## src/hw/rtl/pfba_pkg.sv

```systemverilog
// ----------------------------------------------------------------------------
// pfba_pkg
// Shared types, constants and helpers for the page frame bitmap allocator.
// ----------------------------------------------------------------------------
package pfba_pkg;

   localparam int PAGE_W        = 20;      // page number width
   localparam int LIM_W         = 21;      // heap limit width (exclusive bound)
   localparam int MAP_WORD_W    = 32;      // bits per map word
   localparam int BIT_SEL_W     = 5;       // bit index inside a map word
   localparam int CSR_IDX_W     = 2;
   localparam int CSR_DATA_W    = 32;

   localparam int NUM_PAGES_DEF = 1048576;
   localparam int MAP_WORDS_DEF = (NUM_PAGES_DEF + MAP_WORD_W - 1) / MAP_WORD_W;
   localparam int WORD_ADDR_DEF = $clog2(MAP_WORDS_DEF);

   localparam logic [PAGE_W-1:0] HEAP_BASE_RST  = 20'd262144;
   localparam logic [LIM_W-1:0]  HEAP_LIMIT_RST = 21'd1048576;

   // register indexes
   localparam logic [CSR_IDX_W-1:0] CSR_HEAP_BASE  = 2'd0;
   localparam logic [CSR_IDX_W-1:0] CSR_HEAP_LIMIT = 2'd1;

   // request commands
   localparam logic [1:0] CMD_RESERVE = 2'd0;
   localparam logic [1:0] CMD_FREE    = 2'd1;
   localparam logic [1:0] CMD_ALLOC   = 2'd2;
   localparam logic [1:0] CMD_CLEAR   = 2'd3;

   // response status codes
   localparam logic [1:0] ST_OK     = 2'd0;
   localparam logic [1:0] ST_USED   = 2'd1;
   localparam logic [1:0] ST_NOFREE = 2'd2;

   typedef struct packed {
      logic [1:0]        cmd;
      logic [PAGE_W-1:0] page_number;
   } req_type;

   typedef struct packed {
      logic [1:0]        status;
      logic [PAGE_W-1:0] result_page;
   } rsp_type;

   typedef struct packed {
      logic rd_en;
      logic wr_en;
   } map_ctl_type;

   typedef struct packed {
      logic                 found;
      logic [BIT_SEL_W-1:0] pos;
   } zscan_type;

   typedef enum logic [3:0] {
      S_IDLE  = 4'b0001,
      S_RMW   = 4'b0010,
      S_ALLOC = 4'b0100,
      S_CLEAR = 4'b1000
   } state_type;

   // lowest clear bit of a map word
   function automatic zscan_type first_zero(input logic [MAP_WORD_W-1:0] used);
      zscan_type r;
      r.found = 1'b0;
      r.pos   = '0;
      for (int i = MAP_WORD_W - 1; i >= 0; i--) begin
         if (!used[i]) begin
            r.found = 1'b1;
            r.pos   = BIT_SEL_W'(i);
         end
      end
      return r;
   endfunction

endpackage

```

## src/hw/rtl/pfba_ctrl.sv

```systemverilog
// ----------------------------------------------------------------------------
// pfba_ctrl
// Command sequencer: read-modify-write, allocate scan, clearing sweep and
// the response register.
// ----------------------------------------------------------------------------
module pfba_ctrl import pfba_pkg::*; #(
   parameter int NUM_PAGES = NUM_PAGES_DEF,
   parameter int MAP_WORDS = (NUM_PAGES + MAP_WORD_W - 1) / MAP_WORD_W,
   parameter int WORD_W    = $clog2(MAP_WORDS)
) (
   input  logic                  clock,
   input  logic                  reset,
   input  logic                  req_valid,
   output logic                  req_stall,
   input  req_type               req_data,
   output logic                  rsp_valid,
   input  logic                  rsp_stall,
   output rsp_type               rsp_data,
   input  logic [PAGE_W-1:0]     heap_base,
   input  logic [LIM_W-1:0]      heap_limit,
   output map_ctl_type           map_ctl,
   output logic [WORD_W-1:0]     map_addr,
   output logic [MAP_WORD_W-1:0] map_wdata,
   input  logic [MAP_WORD_W-1:0] map_rdata
);

   localparam logic [LIM_W-1:0]  NP_LIM    = LIM_W'(NUM_PAGES);
   localparam logic [WORD_W-1:0] LAST_WORD = WORD_W'(MAP_WORDS - 1);

   state_type             state_ff, state_in;
   logic                  rsp_valid_ff, rsp_valid_in;
   rsp_type               rsp_data_ff, rsp_data_in;
   logic [1:0]            op_cmd_ff, op_cmd_in;
   logic [PAGE_W-1:0]     op_page_ff, op_page_in;
   logic                  oor_ff, oor_in;
   logic                  empty_ff, empty_in;
   logic [WORD_W-1:0]     first_word_ff, first_word_in;
   logic [WORD_W-1:0]     last_word_ff, last_word_in;
   logic [BIT_SEL_W-1:0]  base_bit_ff, base_bit_in;
   logic [BIT_SEL_W-1:0]  last_bit_ff, last_bit_in;
   logic [WORD_W-1:0]     chk_ff, chk_in;
   logic [WORD_W-1:0]     clr_addr_ff, clr_addr_in;
   logic                  clr_rsp_ff, clr_rsp_in;

   logic                  out_free;
   logic                  accept;
   logic                  req_oor;
   logic [LIM_W-1:0]      lim_eff;
   logic [LIM_W-1:0]      lim_m1;
   logic                  win_empty;
   logic [MAP_WORD_W-1:0] page_bit;
   logic [MAP_WORD_W-1:0] used;
   zscan_type             zs;

   assign out_free  = !rsp_valid_ff || !rsp_stall;
   assign req_stall = (state_ff != S_IDLE);
   assign accept    = req_valid && (state_ff == S_IDLE);

   assign req_oor   = ({1'b0, req_data.page_number} >= NP_LIM);
   assign lim_eff   = (heap_limit < NP_LIM) ? heap_limit : NP_LIM;
   assign lim_m1    = lim_eff - LIM_W'(1);
   assign win_empty = ({1'b0, heap_base} >= lim_eff);
   assign page_bit  = MAP_WORD_W'(1) << op_page_ff[BIT_SEL_W-1:0];

   // pages below the base and at or above the limit count as used
   always_comb begin
      used = map_rdata;
      if (chk_ff == first_word_ff) begin
         used = used | ~({MAP_WORD_W{1'b1}} << base_bit_ff);
      end
      if (chk_ff == last_word_ff) begin
         used = used | ({{(MAP_WORD_W-1){1'b1}}, 1'b0} << last_bit_ff);
      end
   end

   assign zs = first_zero(used);

   always_comb begin
      state_in      = state_ff;
      rsp_valid_in  = rsp_valid_ff && rsp_stall;
      rsp_data_in   = rsp_data_ff;
      op_cmd_in     = op_cmd_ff;
      op_page_in    = op_page_ff;
      oor_in        = oor_ff;
      empty_in      = empty_ff;
      first_word_in = first_word_ff;
      last_word_in  = last_word_ff;
      base_bit_in   = base_bit_ff;
      last_bit_in   = last_bit_ff;
      chk_in        = chk_ff;
      clr_addr_in   = clr_addr_ff;
      clr_rsp_in    = clr_rsp_ff;
      map_ctl       = '0;
      map_addr      = chk_ff;
      map_wdata     = '0;

      case (state_ff)
         S_IDLE: begin
            if (accept) begin
               op_cmd_in     = req_data.cmd;
               op_page_in    = req_data.page_number;
               oor_in        = req_oor;
               empty_in      = win_empty;
               first_word_in = heap_base[WORD_W+BIT_SEL_W-1:BIT_SEL_W];
               last_word_in  = lim_m1[WORD_W+BIT_SEL_W-1:BIT_SEL_W];
               base_bit_in   = heap_base[BIT_SEL_W-1:0];
               last_bit_in   = lim_m1[BIT_SEL_W-1:0];
               case (req_data.cmd)
                  CMD_RESERVE, CMD_FREE: begin
                     map_ctl.rd_en = !req_oor;
                     map_addr      = req_data.page_number[WORD_W+BIT_SEL_W-1:BIT_SEL_W];
                     state_in      = S_RMW;
                  end
                  CMD_ALLOC: begin
                     map_ctl.rd_en = !win_empty;
                     map_addr      = heap_base[WORD_W+BIT_SEL_W-1:BIT_SEL_W];
                     chk_in        = heap_base[WORD_W+BIT_SEL_W-1:BIT_SEL_W];
                     state_in      = S_ALLOC;
                  end
                  default: begin
                     clr_addr_in = '0;
                     clr_rsp_in  = 1'b1;
                     state_in    = S_CLEAR;
                  end
               endcase
            end
         end

         S_RMW: begin
            map_addr = op_page_ff[WORD_W+BIT_SEL_W-1:BIT_SEL_W];
            if (out_free) begin
               rsp_valid_in            = 1'b1;
               rsp_data_in.result_page = op_page_ff;
               rsp_data_in.status      = ST_OK;
               if (op_cmd_ff == CMD_RESERVE) begin
                  if (oor_ff || ((map_rdata & page_bit) != '0)) begin
                     rsp_data_in.status = ST_USED;
                  end else begin
                     map_ctl.wr_en = 1'b1;
                     map_wdata     = map_rdata | page_bit;
                  end
               end else begin
                  map_ctl.wr_en = !oor_ff;
                  map_wdata     = map_rdata & ~page_bit;
               end
               state_in = S_IDLE;
            end
         end

         S_ALLOC: begin
            if (empty_ff || (!zs.found && (chk_ff == last_word_ff))) begin
               // hold until the response register frees
               if (out_free) begin
                  rsp_valid_in            = 1'b1;
                  rsp_data_in.status      = ST_NOFREE;
                  rsp_data_in.result_page = '0;
                  state_in                = S_IDLE;
               end
            end else if (zs.found) begin
               if (out_free) begin
                  map_ctl.wr_en           = 1'b1;
                  map_addr                = chk_ff;
                  map_wdata               = map_rdata | (MAP_WORD_W'(1) << zs.pos);
                  rsp_valid_in            = 1'b1;
                  rsp_data_in.status      = ST_OK;
                  rsp_data_in.result_page = PAGE_W'({chk_ff, zs.pos});
                  state_in                = S_IDLE;
               end
            end else begin
               // advance one word per cycle
               map_ctl.rd_en = 1'b1;
               map_addr      = chk_ff + WORD_W'(1);
               chk_in        = chk_ff + WORD_W'(1);
            end
         end

         S_CLEAR: begin
            map_addr = clr_addr_ff;
            if (clr_addr_ff != LAST_WORD) begin
               map_ctl.wr_en = 1'b1;
               clr_addr_in   = clr_addr_ff + WORD_W'(1);
            end else if (!clr_rsp_ff) begin
               map_ctl.wr_en = 1'b1;
               state_in      = S_IDLE;
            end else if (out_free) begin
               map_ctl.wr_en           = 1'b1;
               rsp_valid_in            = 1'b1;
               rsp_data_in.status      = ST_OK;
               rsp_data_in.result_page = '0;
               state_in                = S_IDLE;
            end
         end

         default: begin
            state_in = S_IDLE;
         end
      endcase
   end

   always_ff @(posedge clock) begin
      if (reset) begin
         state_ff     <= S_CLEAR;
         clr_addr_ff  <= '0;
         clr_rsp_ff   <= 1'b0;
         rsp_valid_ff <= 1'b0;
      end else begin
         state_ff     <= state_in;
         clr_addr_ff  <= clr_addr_in;
         clr_rsp_ff   <= clr_rsp_in;
         rsp_valid_ff <= rsp_valid_in;
      end
   end

   always_ff @(posedge clock) begin
      rsp_data_ff   <= rsp_data_in;
      op_cmd_ff     <= op_cmd_in;
      op_page_ff    <= op_page_in;
      oor_ff        <= oor_in;
      empty_ff      <= empty_in;
      first_word_ff <= first_word_in;
      last_word_ff  <= last_word_in;
      base_bit_ff   <= base_bit_in;
      last_bit_ff   <= last_bit_in;
      chk_ff        <= chk_in;
   end

   assign rsp_valid = rsp_valid_ff;
   assign rsp_data  = rsp_data_ff;

endmodule

```

## config.mk

```make
export PLATFORM = sky130hd
export DESIGN_NAME = pfba_ctrl
export DESIGN_NICKNAME = d
export VERILOG_FILES = /design/src/hw/rtl/pfba_pkg.sv /design/src/hw/rtl/pfba_ctrl.sv
export SDC_FILE = /design/constraint.sdc
export NUM_CORES = 1
export LEC_CHECK = 0
export CAP_MARGIN = 20
export CORE_ASPECT_RATIO = 0.6
export CORE_MARGIN = 5
export CORE_UTILIZATION = 40
export DETAILED_ROUTE_END_ITERATION = 7
export DONT_BUFFER_PORTS = 1
export GPL_TIMING_DRIVEN = 0
export HOLD_SLACK_MARGIN = 0.08
export SYNTH_ARGS = -nofsm -noshare
export SYNTH_HDL_FRONTEND = slang
export SYNTH_SLANG_ARGS = --single-unit
```

## constraint.sdc

```tcl
create_clock -name clock -period 11.3 [get_ports clock]
set_input_delay 0.565 -clock clock [delete_from_list [all_inputs] [get_ports clock]]
set_output_delay 0.565 -clock clock [all_outputs]
set_load 0.01 [all_outputs]
```

==> summary.txt <==
Core ar.: 0.0232 sq mm
initial core utilization: 40.7%
CTS tree: yes
warnings from Yosys: 0
later-pin clock latency in the skew report: 0.43 ns
number of max-cap violations: 0
Yosys top cell by area: edfxtp_1
CP max FO: 10
proportion of layout cells with a drive suffix above 1: 8.06%
met1 usage: 43.1%
CP Capture Type: primary output
asr flop ratio synth: 0%
R2R depth: 14
Post-CTS Setup Inserts: 0
met2 usage in global routing: 32.8%
DR DRC count: 0
most common cell after layout, fill and taps aside: nand2_1
CP Class: reg -> out
commonest non-fill, non-tap cells in the layout: 124 x nand2_1, 100 x edfxtp_1, 87 x a21oi_1, 87 x o21ai_0, 71 x nor2_1
endpoints failing setup: 0
post-DR wirelength/cell: 26.4 um
FMAX: 0.171 GHz
vias in the first global route: 8556
fillcell total: 2230
die height: 129 um
Post-Syn Instances: 1103
Worst path most repeated cell: buf_2
Place WS: 6.03 ns
Ports: 172
fin. max-slew vios: 0
Hold Path Class: in -> reg
met3 GRT Util: 13.2%
Root Buffer: clkbuf_16
detailed placement HPWL: 30600 um
critical path's slowest cell: nor4_1
status: finished clean
total CTS buffers: 17
gpl congestion: 0.999
row count: 43
worst path bufs/invs: 5
DRT Pass-1 Iters: 6
die area: 0.0269 sq mm
Post-DRT Antenna Nets: 0
CP peak stage delay: 0.58 ns
largest cells by area after synthesis: edfxtp_1 32%, nand2_1 4.9%, o21ai_0 4.7%, a21oi_1 4.6%, dfxtp_1 4.5%
Die X: 208 um
RSZ-0062 raised after global routing: no
worst slew pin tran: 1.07 ns
fin worst setup slack: 5.45 ns
Total Neg Setup Slack: 0 ns
syn nets: 1225
Worst EP arrival: 5.28 ns
Mapped Area: 0.00944 sq mm
Tcrit/Tclk final: 51.7%
Reg clk slew, reported paths: 0.06 ns
Worst EP required: 10.74 ns
post-route cell area: 0.0105 sq mm
largest net degree at the start of global routing: 42
H-tree depth: 4
static leakage: 3.62 nW
cells along the critical path: buf_2 > xor2_1 > nor4_1 > and4_1 > clkbuf_2 > buf_4 > buf_6 > a221o_1 > o211ai_1 > a221oi_1 > o21ai_0 > a211oi_1 > o21ai_1 > or3_1 > buf_2 > o221ai_1
part of the Yosys area used for sequential elements: 36.3%
GR Overflow Total: 0
Crit path depth: 16
area grow syn2layout: 11.2%
Power per Cell Area: 115 mW/mm^2
total track usage: 27.5%
number of synthesized flops with an enable pin: 100
n_diodes: 0
# resized after CTS: 0
top_reg_cell synth: edfxtp_1
Final Skew: 0.00958 ns
minimum clock period: 5.85 ns
antenna violations before repair: 2
family with the most delay on the worst path: compound AO/OA/AOI/OAI gates
worst rel slew slack: 28.4%
post-place instance area: 0.00991 sq mm
first-pass GRT wire length: 56100 um
top cell type's share of synthesized area: 31.8%
Via-to-Cell Ratio: 6.66
global-route layer with the greatest usage: met1
via count: 9708
port buffer count: 0
worst hold slack: 0.207 ns
WL final: 38400 um
Post-CTS Hold Buffers: 0
WHS Path Cells: 1
Max Buffers Root-to-Sink: 2
register bit count reported by yosys: 121
maximum VDD drop: 0.0897 mV
Clock Sink Count: 121
library cells used by synthesis: 79
Starting DRT DRC Count: 1527
Final nets: 1252
CP Launch Type: register
Avg Cell Area, Syn: 8.56 sq um
Final Hold Fails: 0
[stage by stage]
stage	utilization (%)	total power [mW]	instances
6_report	45.3	1.21	1457
5_1_grt	45.3	1.25	1457
4_1_cts	45.2	1.21	1455
3_5_place_dp	42.7	0.663	1424
3_3_place_gp	42.4	0.660	1418
2_1_floorplan	-	0.620	1103
[worst register-to-register path: stages, from the launching register on]
cell,delay [ns]
edfxtp_1,0.34
buf_2,0.21
xor2_1,0.18
nor4_1,0.58
and4_1,0.29
clkbuf_1,0.38
buf_2,0.33
a211oi_1,0.08
o21ai_0,0.39
nand2_1,0.18
nor3b_4,0.53
a311oi_1,0.31
buf_4,0.25
clkbuf_1,0.33
a22o_1,0.38
[logic make-up (layout without fill, tap and decap cells)]
group | Yosys count | in the layout | synth area share [%]
AOI/OAI and AO/OA | 403 | 403 | 28.5
xor gates and xnor gates | 70 | 70 | 6.49
adders and majority gates | 23 | 23 | 3.05
buffers and inverters | 104 | 143 | 4.57
DFF | 121 | 121 | 36.3
muxes | 7 | 7 | 0.782
and+or+nand+nor | 375 | 375 | 20.3
[state kept, by name (all words and copies together) (netlist names)]
register / flops
base_bit_ff: 5
chk_ff: 15
clr_addr_ff: 15
clr_rsp_ff: 1
empty_ff: 1
first_word_ff: 15
last_bit_ff: 5
last_word_ff: 15
op_cmd_ff: 2
op_page_ff: 20
rsp_data: 22
rsp_valid: 1
state_ff: 4
[power by group]
group	internal (mW)	total, mW	switching, mW
sequential	0.491	0.496	0.00515
combinational	0.0579	0.164	0.106
clock	0.343	0.546	0.203
[synth_stat cells (all sizes together) (15+ instances only)]
master    n
a22oi    24
edfxtp  100
xor2     37
clkbuf   64
inv      15
buf      25
nand3    29
dfxtp    21
o211ai   16
a22o     16
xnor2    33
nor2     71
nand2   124
nand2b   15
o22ai    26
o21ai    90
nand4    24
a21oi    87
nor3     22
ha       23
a21o     21
o221ai   33
[per-layer routing]
metal	part of all wire, %	wire length (um)
met5	0	0
met4	1.7	667
met3	17	6510
met2	36	13700
met1	46	17500
[final timing paths]
check | startpoint | to | slack, ns
setup / recovery | chk_ff[12] | map_wdata[10] | 5.45
hold / removal | reset | clr_addr_ff[1] | 0.21
setup reg to reg | chk_ff[12] | rsp_data[17] | 6.26
hold reg to reg | clr_addr_ff[9] | clr_addr_ff[9] | 0.54
[cell type report]
class | instances | area, sq um | area share [%]
plain buffers | 89 | 375 | 3.57
clock buffers | 18 | 429 | 4.09
clock inverters | 13 | 155 | 1.48
inverters | 15 | 56.3 | 0.536
multi-input cells | 878 | 5600 | 53.4
flip-flops and latches | 121 | 3420 | 32.6
well taps | 315 | 394 | 3.75
repair buffers | 8 | 65.1 | 0.620
Note: power is estimated with default switching activity, not from simulation.
